### config.mk
export PLATFORM = sky130hd
export DESIGN_NAME = xkb_cmdq
export DESIGN_NICKNAME = d
export VERILOG_FILES = /design/src/xkb_pkg.sv /design/src/xkb_cmdq.sv
export SDC_FILE = /design/constraint.sdc
export NUM_CORES = 1
export LEC_CHECK = 0
export BUFFER_PORTS_ARGS = -buffer_cell sky130_fd_sc_hd__buf_4
export CAP_MARGIN = 10
export CELL_PAD_IN_SITES_DETAIL_PLACEMENT = 2
export CELL_PAD_IN_SITES_GLOBAL_PLACEMENT = 2
export CORE_AREA = 10 10 437 439
export DETAILED_ROUTE_END_ITERATION = 10
export DIE_AREA = 0 0 447 449
export HOLD_SLACK_MARGIN = 0.15
export PLACE_DENSITY_LB_ADDON = 0.05
export SYNTH_ARGS = -nofsm -noshare
export SYNTH_HDL_FRONTEND = slang
export SYNTH_SLANG_ARGS = --single-unit
export TNS_END_PERCENT = 20
### constraint.sdc
create_clock -name i_clk -period 92 [get_ports i_clk]
set_input_delay 18.4 -clock i_clk [delete_from_list [all_inputs] [get_ports i_clk]]
set_output_delay 18.4 -clock i_clk [all_outputs]
set_load 0.01 [all_outputs]
### src/xkb_pkg.sv
`timescale 1ns / 1ps
// ---------------------------------------------------------------------------
// xkb_pkg
// Shared constants, item types and codes for the xor k-bucket routing table.
// ---------------------------------------------------------------------------
package xkb_pkg;

    localparam int BUCKET_SIZE = 16;
    localparam int NUM_BUCKETS = 256;
    localparam int SLOT_W      = $clog2(BUCKET_SIZE);
    localparam int CNT_W       = $clog2(BUCKET_SIZE + 1);
    localparam int BKT_W       = $clog2(NUM_BUCKETS);
    localparam int ADDR_W      = BKT_W + SLOT_W;
    localparam int WORD_W      = 64;
    localparam int ID_W        = 4 * WORD_W;
    localparam int CHK_W       = 32;
    localparam int STAMP_W     = 64;
    localparam int MAIN_W      = 2 * ID_W + CHK_W;
    localparam int SPARE_W     = MAIN_W + STAMP_W;
    localparam int CREC_W      = 2 * CNT_W;

    typedef enum logic [2:0] {
        OP_INSERT = 3'd0,
        OP_REMOVE = 3'd1,
        OP_FIND   = 3'd2,
        OP_ALIVE  = 3'd3,
        OP_DEAD   = 3'd4,
        OP_LIST   = 3'd5
    } t_op;

    typedef enum logic [2:0] {
        ST_FALSE   = 3'd0,
        ST_TRUE    = 3'd1,
        ST_ADDED   = 3'd2,
        ST_UPDATED = 3'd3,
        ST_REPL    = 3'd4,
        ST_SELF    = 3'd5
    } t_status;

    typedef struct packed {
        t_op                op;
        logic [ID_W-1:0]    key;
        logic [ID_W-1:0]    rad;
        logic [CHK_W-1:0]   chk;
        logic [BKT_W-1:0]   bkt;
        logic [BKT_W-1:0]   ld;
        logic               self_id;
    } t_cmd;

    typedef struct packed {
        logic [ID_W-1:0]    id;
        logic [ID_W-1:0]    rad;
        logic [CHK_W-1:0]   chk;
    } t_ment;

    typedef struct packed {
        t_ment              e;
        logic [STAMP_W-1:0] st;
    } t_sent;

    typedef struct packed {
        t_status            status;
        logic               inrep;
        logic [ID_W-1:0]    id;
        logic [ID_W-1:0]    rad;
        logic [CHK_W-1:0]   chk;
        logic               last;
    } t_res;

    typedef enum logic [4:0] {
        B_IDLE, B_CNT, B_LRD, B_LOUT, B_MRD, B_MCMP, B_MSH_RD, B_MSH_WR,
        B_SRD, B_SCMP, B_PRD, B_PWR, B_SSH_RD, B_SSH_WR, B_CWR, B_OUT
    } t_bst;

endpackage

### src/xkb_cmdq.sv
`timescale 1ns / 1ps
// ---------------------------------------------------------------------------
// xkb_cmdq
// Two-entry queue of classified items between the front and the back.
// ---------------------------------------------------------------------------
module xkb_cmdq (
    input  logic          i_clk,
    input  logic          i_rst_n,
    input  logic          i_push,
    input  xkb_pkg::t_cmd i_data,
    output logic          o_full,
    input  logic          i_pop,
    output xkb_pkg::t_cmd o_data,
    output logic          o_empty
);

    xkb_pkg::t_cmd r_q [2];
    logic          r_wp;
    logic          r_rp;
    logic [1:0]    r_n;
    logic          do_push;
    logic          do_pop;

    assign o_full  = (r_n == 2'd2);
    assign o_empty = (r_n == 2'd0);
    assign o_data  = r_q[r_rp];
    assign do_push = i_push && !o_full;
    assign do_pop  = i_pop && !o_empty;

    always_ff @(posedge i_clk) begin
        if (!i_rst_n) begin
            r_wp <= 1'b0;
            r_rp <= 1'b0;
            r_n  <= 2'd0;
        end else begin
            if (do_push) begin
                r_wp <= !r_wp;
            end
            if (do_pop) begin
                r_rp <= !r_rp;
            end
            r_n <= r_n + 2'(do_push) - 2'(do_pop);
        end
    end

    always_ff @(posedge i_clk) begin
        if (do_push) begin
            r_q[r_wp] <= i_data;
        end
    end

endmodule

==> flow_summary.toml <==
[outcome]
status = "completed"

[timing]
finalCritPeriodShare = 0.253
clock.fmax_mhz = 43.0
fin_skew_ps = 17.2
period_needed_ps = 23240
fin_tns_setup_ps = 0
report.final.slew_viol_count = 0
setup_ws_ps = 68760
hold_viol = 0
maxSlewHeadroom = 0.235
worst_slew_pin_slew_ps = 1150
finalSetupViolCount = 0
rsz0062_at_grt = "false"

[final_layout]
drive_gt1_frac = 0.607
seqCellArea_mm2 = 0.0340
fillers = 18525
nets = 3587
multiInputGateArea_mm2 = 0.00649
stdcell_count = 5513
syn2layout_area_growth_pct = 36.7

[placed_design]
hpwl_mm = 119
dp_slack_ps = 69390
port_buffers = 1133
place_inst = 5259
gp_congestion = 0.786

[synth]
ys_types = 16
netlist.area_leader.share = 0.823
synth_area_leader_cell = "edfxtp_1"
yosys_warnings = 0
synthesis.area_mm2 = 0.0412
ys_seq_elements = 1133
syn_avg_cell_area_um2 = 23.1
ys_seq_area_frac = 0.825
syn_nets = 2352
netlist_top_cells_area = "edfxtp_1, mux2_2, buf_6"
synth_cells = 1782

[floorplan]
io_pins = 1134
design.core.area_mm2 = 0.182
rows = 157
die_area_mm2 = 0.201
die_w_um = 447
start_util = 0.226
die_h_um = 449

[drt]
viasPerCell = 3.99
drt_iter0_drc = 1018
ant_nets = 0
drtPass1Iterations = 5
wl_mm = 158
drc = 0
vias = 21978
wire_per_inst_um = 28.6

[cts]
clk_latency_ps = 770
cts_made_buffers = 141
clk_pin_slew_worst_paths_ps = 50
clockBufferDepth = 3
postCtsSetupRepairBufs = 0
htreeDepth = 4
cts_sinks = 1133
cts_hold_buf = 0
cts_root_buffer = "clkbuf_16"
cts_resized = 0
cts_tree = "yes"

[worst_setup_path]
worstPathArrival_ps = 4840
crit_type = "flop to output port"
cp_max_fo = 82
startpoint_type = "flop"
required_ps = 73600
cp-end-kind = "output port"
reg2reg_slack_ps = 87810

[power]
p_total_mw = 1.67
cellPowerDensity_mw_per_mm2 = 29.8
power_leakage_nw = 20.3
ir_drop_mv = 0.0192

[global_route]
grt_start_max_net_pins = 154
grtUsageTotal = 0.152
antenna_found_initial = 69
grt_pass1_vias = 24899
grt_first_pass_wirelength_mm = 211
gr-total-overflow = 0

[flow_run]
drv_cap = 0

[hold_path]
min_path_type = "flop to flop"
[cells in the mapped netlist]
master and count:
dfxtp_1 5, nor2_1 5, xor2_1 1, and3_1 1, nor3_1 1, nand2_1 2, mux2_2 564, ha_1 2
and2_1 2, o21a_1 1, mux2i_1 1, edfxtp_1 1128, xnor2_1 1, nand2b_1 2, buf_6 63, inv_1 3
[per-stage QoR]
stage          utilization  cell area [um^2]  hold slack [ps]
2_1_floorplan            -             41200              455
3_3_place_gp         0.286             52200              502
3_5_place_dp         0.286             52200              512
4_1_cts              0.309             56200              527
5_1_grt              0.309             56300              558
6_report             0.309             56300              520
[report_power, final]
group / internal [mW] / switching, mW / total, mW / leakage, nW
registers: 0.667 / 0.0233 / 0.690 / 10.6
clock network: 0.288 / 0.213 / 0.502 / 1.99
logic: 0.219 / 0.263 / 0.482 / 7.71
total: 1.17 / 0.499 / 1.67 / 20.3
[final timing paths]
kind,depth (start not counted),from,endpoint
max,5,flop,o_data[100]
min,2,r_rp$_SDFFE_PN0P_,r_rp$_SDFFE_PN0P_
max reg2reg,5,r_n[0]$_SDFF_PN0_,r_q[1][10]$_DFFE_PP_
min reg2reg,2,r_rp$_SDFFE_PN0P_,r_rp$_SDFFE_PN0P_
[routing by layer]
metal / routed length, um / global-route usage / share of wire / up-vias
met4: 4120 / 0.0494 / 0.026 / 62
li1: - / - / - / 9627
met1: 52100 / 0.144 / 0.33 / 11237
met5: 405 / 0 / 0.0026 / -
met3: 13200 / 0.0627 / 0.084 / 284
met2: 88000 / 0.290 / 0.56 / 768
[layout by cell type (no fill, tap or decap), types with 2 or more instances in the layout]
cell type,n
ha_1,2
clkbuf_1,42
nand2b_1,2
clkbuf_16,144
nor2_1,4
inv_6,9
clkinv_1,29
edfxtp_1,1128
diode_2,13
buf_4,1152
and2_1,2
mux2_2,564
buf_12,3
clkinv_2,14
nand2_1,2
inv_1,3
dfxtp_1,4
[worst max-delay path, cell delays in order, from the launching register on]
cell and delay, ps:
dfxtp_4 820, buf_4 740, buf_4 890, buf_4 860, mux2_2 440, buf_4 150
[flip-flops by register name (all words and copies together), names as in the netlist, named ones only]
| signal | flops |
|---|---|
| r_n | 2 |
| r_rp | 1 |
| r_wp | 1 |
| r_q | 1128 |
[area by class of cell]
class | count | area share
Timing Repair Buffer | 1155 | 0.155
Sequential cell | 1133 | 0.604
Clock buffer | 186 | 0.0668
Multi-Input combinational cell | 583 | 0.115
Clock inverter | 55 | 0.00554
Tap cell | 2385 | 0.0530
Inverter | 3 | 0.000200
Antenna cell | 13 | 0.000578
[logic make-up after synthesis]
group / count (synthesis) / synth area share
XOR/XNOR: 2 / 0.000426
flip-flops: 1133 / 0.825
AND/OR/NAND/NOR: 13 / 0.00152
multiplexers: 565 / 0.155
buffers and inverters: 66 / 0.0175
adder cells (fa/ha/maj): 2 / 0.000608
AO/OA/AOI/OAI: 1 / 0.000182
(Power assumes the default switching activity.)
