File: src/xkb_pkg.sv
`timescale 1ns / 1ps
// ---------------------------------------------------------------------------
// xkb_pkg
// Shared constants, item types and codes for the xor k-bucket routing table.
// ---------------------------------------------------------------------------
package xkb_pkg;

    localparam int BUCKET_SIZE = 16;
    localparam int NUM_BUCKETS = 256;
    localparam int SLOT_W      = $clog2(BUCKET_SIZE);
    localparam int CNT_W       = $clog2(BUCKET_SIZE + 1);
    localparam int BKT_W       = $clog2(NUM_BUCKETS);
    localparam int ADDR_W      = BKT_W + SLOT_W;
    localparam int WORD_W      = 64;
    localparam int ID_W        = 4 * WORD_W;
    localparam int CHK_W       = 32;
    localparam int STAMP_W     = 64;
    localparam int MAIN_W      = 2 * ID_W + CHK_W;
    localparam int SPARE_W     = MAIN_W + STAMP_W;
    localparam int CREC_W      = 2 * CNT_W;

    typedef enum logic [2:0] {
        OP_INSERT = 3'd0,
        OP_REMOVE = 3'd1,
        OP_FIND   = 3'd2,
        OP_ALIVE  = 3'd3,
        OP_DEAD   = 3'd4,
        OP_LIST   = 3'd5
    } t_op;

    typedef enum logic [2:0] {
        ST_FALSE   = 3'd0,
        ST_TRUE    = 3'd1,
        ST_ADDED   = 3'd2,
        ST_UPDATED = 3'd3,
        ST_REPL    = 3'd4,
        ST_SELF    = 3'd5
    } t_status;

    typedef struct packed {
        t_op                op;
        logic [ID_W-1:0]    key;
        logic [ID_W-1:0]    rad;
        logic [CHK_W-1:0]   chk;
        logic [BKT_W-1:0]   bkt;
        logic [BKT_W-1:0]   ld;
        logic               self_id;
    } t_cmd;

    typedef struct packed {
        logic [ID_W-1:0]    id;
        logic [ID_W-1:0]    rad;
        logic [CHK_W-1:0]   chk;
    } t_ment;

    typedef struct packed {
        t_ment              e;
        logic [STAMP_W-1:0] st;
    } t_sent;

    typedef struct packed {
        t_status            status;
        logic               inrep;
        logic [ID_W-1:0]    id;
        logic [ID_W-1:0]    rad;
        logic [CHK_W-1:0]   chk;
        logic               last;
    } t_res;

    typedef enum logic [4:0] {
        B_IDLE, B_CNT, B_LRD, B_LOUT, B_MRD, B_MCMP, B_MSH_RD, B_MSH_WR,
        B_SRD, B_SCMP, B_PRD, B_PWR, B_SSH_RD, B_SSH_WR, B_CWR, B_OUT
    } t_bst;

endpackage

File: src/xkb_front.sv
`timescale 1ns / 1ps
// ---------------------------------------------------------------------------
// xkb_front
// Takes items, holds the local id and finds the bucket of each key.
// ---------------------------------------------------------------------------
module xkb_front (
    input  logic                        i_clk,
    input  logic                        i_rst_n,
    input  logic                        push,
    output logic                        full,
    input  logic [2:0]                  i_cmd,
    input  logic [xkb_pkg::ID_W-1:0]    i_key,
    input  logic [xkb_pkg::ID_W-1:0]    i_rad,
    input  logic [xkb_pkg::CHK_W-1:0]   i_chk,
    input  logic [xkb_pkg::BKT_W-1:0]   i_ld,
    input  logic                        i_cfg_we,
    input  logic [1:0]                  i_cfg_idx,
    input  logic [xkb_pkg::WORD_W-1:0]  i_cfg_data,
    output logic                        o_q_push,
    output xkb_pkg::t_cmd               o_q_data,
    input  logic                        i_q_full
);

    logic [xkb_pkg::WORD_W-1:0] r_loc [4];
    logic                       r_fv;
    logic                       r_ph;
    xkb_pkg::t_cmd              r_item;
    logic [5:0]                 r_pos [4];
    logic [3:0]                 r_nz;
    logic [5:0]                 pos [4];
    logic [xkb_pkg::WORD_W-1:0] x;
    logic [xkb_pkg::BKT_W-1:0]  bkt;

    always_ff @(posedge i_clk) begin
        if (!i_rst_n) begin
            for (int w = 0; w < 4; w++) begin
                r_loc[w] <= '0;
            end
        end else if (i_cfg_we) begin
            r_loc[i_cfg_idx] <= i_cfg_data;
        end
    end

    // per word position of the highest differing bit, word 0 most significant
    always_comb begin
        for (int w = 0; w < 4; w++) begin
            x      = r_loc[w] ^ r_item.key[xkb_pkg::ID_W-1-w*xkb_pkg::WORD_W -: xkb_pkg::WORD_W];
            pos[w] = '0;
            for (int j = 0; j < xkb_pkg::WORD_W; j++) begin
                if (x[j]) begin
                    pos[w] = 6'(j);
                end
            end
        end
    end

    always_comb begin
        bkt = '0;
        for (int w = 3; w >= 0; w--) begin
            if (r_nz[w]) begin
                bkt = {2'(3 - w), r_pos[w]};
            end
        end
    end

    always_comb begin
        o_q_data         = r_item;
        o_q_data.bkt     = bkt;
        o_q_data.self_id = (r_nz == '0);
        o_q_push         = r_fv && r_ph && !i_q_full;
    end

    assign full = r_fv;

    always_ff @(posedge i_clk) begin
        if (!i_rst_n) begin
            r_fv <= 1'b0;
            r_ph <= 1'b0;
        end else if (!r_fv) begin
            if (push) begin
                r_fv <= 1'b1;
                r_ph <= 1'b0;
            end
        end else if (!r_ph) begin
            r_ph <= 1'b1;
        end else if (!i_q_full) begin
            r_fv <= 1'b0;
        end
    end

    always_ff @(posedge i_clk) begin
        if (!r_fv && push) begin
            r_item.op      <= xkb_pkg::t_op'(i_cmd);
            r_item.key     <= i_key;
            r_item.rad     <= i_rad;
            r_item.chk     <= i_chk;
            r_item.ld      <= i_ld;
            r_item.bkt     <= '0;
            r_item.self_id <= 1'b0;
        end
        if (r_fv && !r_ph) begin
            for (int w = 0; w < 4; w++) begin
                r_pos[w] <= pos[w];
                r_nz[w]  <= (r_loc[w] !=
                    r_item.key[xkb_pkg::ID_W-1-w*xkb_pkg::WORD_W -: xkb_pkg::WORD_W]);
            end
        end
    end

endmodule

File: config.mk
export PLATFORM = sky130hd
export DESIGN_NAME = xkb_front
export DESIGN_NICKNAME = d
export VERILOG_FILES = /design/src/xkb_pkg.sv /design/src/xkb_front.sv
export SDC_FILE = /design/constraint.sdc
export NUM_CORES = 1
export LEC_CHECK = 0
export BUFFER_PORTS_ARGS = -buffer_cell sky130_fd_sc_hd__buf_2
export CELL_PAD_IN_SITES_DETAIL_PLACEMENT = 1
export CELL_PAD_IN_SITES_GLOBAL_PLACEMENT = 1
export CORE_AREA = 5 5 462 464
export DETAILED_ROUTE_END_ITERATION = 16
export DIE_AREA = 0 0 467 469
export PLACE_DENSITY = 0.46
export SLEW_MARGIN = 10
export SYNTH_ARGS = -nofsm -noshare
export SYNTH_HDL_FRONTEND = slang
export SYNTH_SLANG_ARGS = --single-unit
File: constraint.sdc
create_clock -name i_clk -period 29.3 [get_ports i_clk]
set_input_delay 2.93 -clock i_clk [delete_from_list [all_inputs] [get_ports i_clk]]
set_output_delay 2.93 -clock i_clk [all_outputs]
set_load 0.02 [all_outputs]
==> out/metrics.csv <==
stage,metric,value,unit
clocking,htreeDepth,3,
cells_and_area,layout.nets,3905,
placed_design,io_buffers,1191,
route,dr_wl_met3,14000,µm
yosys,synthCells,1994,
yosys,ys_types,62,
grt,grt_pass1_wl,235000,µm
cells_and_area,drive_above_1_share,0.413,
route,drt-initial-drc-count,1332,
yosys,ys_ff_latch,841,
route,wirelength,186000,µm
clocking,cts_root_buffer,clkbuf_16,
timing,min_period,6.34,ns
grt,grt_antenna_before_repair,152,
critical_path,crit_path_end_kind,primary output,
route,wl_per_cell,30.0,µm
worst_hold_path,hp-class,reg2reg,
power,power.internal,0.00232,W
route,wl_met2,104000,µm
timing,finalSetupViolations,0,
cells_and_area,finalNonFillerCells,6202,
clocking,clock_latency,0.74,ns
power,p_sw_frac,0.270,
grt,grt_max_degree,117,
floorplan,rows,168,
floorplan,die_h,469,µm
route,vias,22900,
timing,slew_headroom,0.330,
critical_path,cp.required,26.37,ns
timing,fin_tns_setup,0,ns
power,power_density,69.2,nW/µm²
floorplan,die_x,467,µm
critical_path,worstSetupPathType,in2out,
timing,final_max_slew_viol_count,0,
grt,track_usage,0.163,
run_status,status,completed,
placed_design,hpwlAfterDp,159000,µm
power,ir_worst_vdd,0.0000428,V
yosys,synth-async-reset-ratio,0,
route,drt-met1-wl,61700,µm
power,p_seq_frac,0.464,
yosys,synth_edf_count,839,
placed_design,placed_area,42200,µm²
clocking,hold_buffers,0,
route,topRoutingLayerUsed,met5,
yosys,ys.flop_type,edfxtp_1,
route,drcViolationCount,0,
timing,hold_viol,0,
yosys,ys_seq_area_frac,0.774,
floorplan,fp.coreArea,209000,µm²
critical_path,startpoint_type,primary input,
grt,grt_pass1_vias,24400,
floorplan,die_area,219000,µm²
route,dr.pass1.iters,4,
cells_and_area,finish.utilization,0.219,
power,power_leakage,17.3,nW
clocking,cts_tree,done,
yosys,yosysWarnings,0,
timing,clock.fmax,158,MHz
timing,grt_setup_unrepaired,false,
critical_path,crit_arrival,3.41,ns
clocking,cts-buffers-inserted,104,
route,avgViaCountPerCell,3.69,
timing,worst_pin_slew,1.01,ns
route,ant_nets,0,
yosys,synth.avg_cell_area,16.4,µm²
power,combPwrFrac,0.112,
cells_and_area,fin_area,45800,µm²
grt,grt.overflow.total,0,
floorplan,initial_core_util,0.156,
placed_design,dp.cells,5978,
timing,min_period_over_period,0.216,
clocking,cts.sinks,841,
yosys,synth.net_count,2620,
cells_and_area,synthToLayoutAreaGrowth,40.4,%
clocking,clockBufferDepth,3,
floorplan,ios,1192,
critical_path,worstPathMaxFanout,2,
timing,skew,0.0488,ns
clocking,cts_resized,0,
clocking,clk_pin_slew,0.06,ns
flow_run,maxCapViolCount,0,
power,p_switching,0.000855,W
power,clockPowerShare,0.424,
clocking,cts_setup_buffers,0,
placed_design,routabilityCongestion,0.861,
yosys,syn-cell-area,32600,µm²
path summary, 6_finish.rpt:
check / cells after the start / slack, ns / end / startpoint
min reg2reg: 3 / 0.62 / full$_SDFF_PN0_ / r_ph$_SDFFE_PN0P_
min: 3 / 0.62 / full$_SDFF_PN0_ / r_ph$_SDFFE_PN0P_
max: 3 / 22.96 / o_q_push / i_q_full
max reg2reg: 5 / 25.11 / o_q_data[181]$_DFFE_PP_ / full$_SDFF_PN0_
power by group through the flow:
stage / combinational, W / sequential, W / clock [W]
after floorplan: 0.000118 / 0.00157 / 0
after global placement: 0.000362 / 0.00150 / 0
after detailed placement: 0.000366 / 0.00150 / 0
after CTS: 0.000367 / 0.00148 / 0.00139
after global routing: 0.000380 / 0.00148 / 0.00144
final: 0.000354 / 0.00147 / 0.00135
layer usage:
metal / global-route usage / vias to the layer above
met1: 0.161 / 11400
met2: 0.319 / 985
met4: 0.0489 / 126
met3: 0.0527 / 327
li1: - / 10100
met5: 0 / -
stage by stage:
stage | power (W) | hold slack, ns | worst slack, ns
floorplan | 0.00169 | 0.567 | 1.04
global placement | 0.00186 | 0.576 | 22.37
detailed placement | 0.00187 | 0.593 | 22.36
CTS | 0.00324 | 0.618 | 22.96
global route | 0.00330 | 0.652 | 22.95
finish | 0.00317 | 0.625 | 22.96
cells in the final DEF (no fill, tap or decap), drive strengths merged, types with 9 or more instances in the layout:
cell type	count
buf	1216
edfxtp	839
and2	199
xnor2	145
xor2	133
clkbuf	123
nor2	100
nand2	97
and3	69
o21ai	49
clkinv	45
diode	30
a21oi	30
nand3	26
nor3	26
nor2b	24
inv	24
nand2b	21
a211oi	16
a31oi	16
bufinv	15
nor4	13
nand4	12
or2	10
o2111ai	9
critical path, stage by stage:
cell	delay, ns
buf_2	0.11
nor2_1	0.16
buf_2	0.21
synthesized netlist by cell type (all sizes together) (13+ instances only):
library cell | n | share of area
edfxtp | 839 | 0.77
and2 | 199 | 0.038
xnor2 | 145 | 0.039
xor2 | 133 | 0.036
nor2 | 100 | 0.012
nand2 | 97 | 0.011
and3 | 69 | 0.013
o21ai | 49 | 0.0075
clkbuf | 37 | 0.0043
a21oi | 30 | 0.0046
nand3 | 26 | 0.0040
nor3 | 26 | 0.0041
nor2b | 24 | 0.0046
nand2b | 21 | 0.0040
inv | 20 | 0.0023
a211oi | 16 | 0.0037
a31oi | 16 | 0.0031
nor4 | 13 | 0.0025
flip-flops by register name, indices dropped and copies added (netlist names):
register	cells
o_q_data	555
r_loc	256
r_pos	24
r_nz	4
full	1
r_ph	1
cell type report:
cell class,count,area [µm²]
clock buffer,123,2700
clock inverter,71,823
fill,23200,163000
sequential,841,25200
multi-input combinational,1096,7230
tap,2805,3510
antenna,30,75.1
inverter,20,75.1
timing repair buffer,1216,6160
cell families after synthesis:
| logic type | Yosys count | share of synthesized area |
|---|---|---|
| flops | 841 | 0.774 |
| buf+inv | 57 | 0.00656 |
| compound gates | 200 | 0.0420 |
| simple gates | 618 | 0.103 |
| xor+xnor | 278 | 0.0746 |
Power figures use the tool's default switching activity.
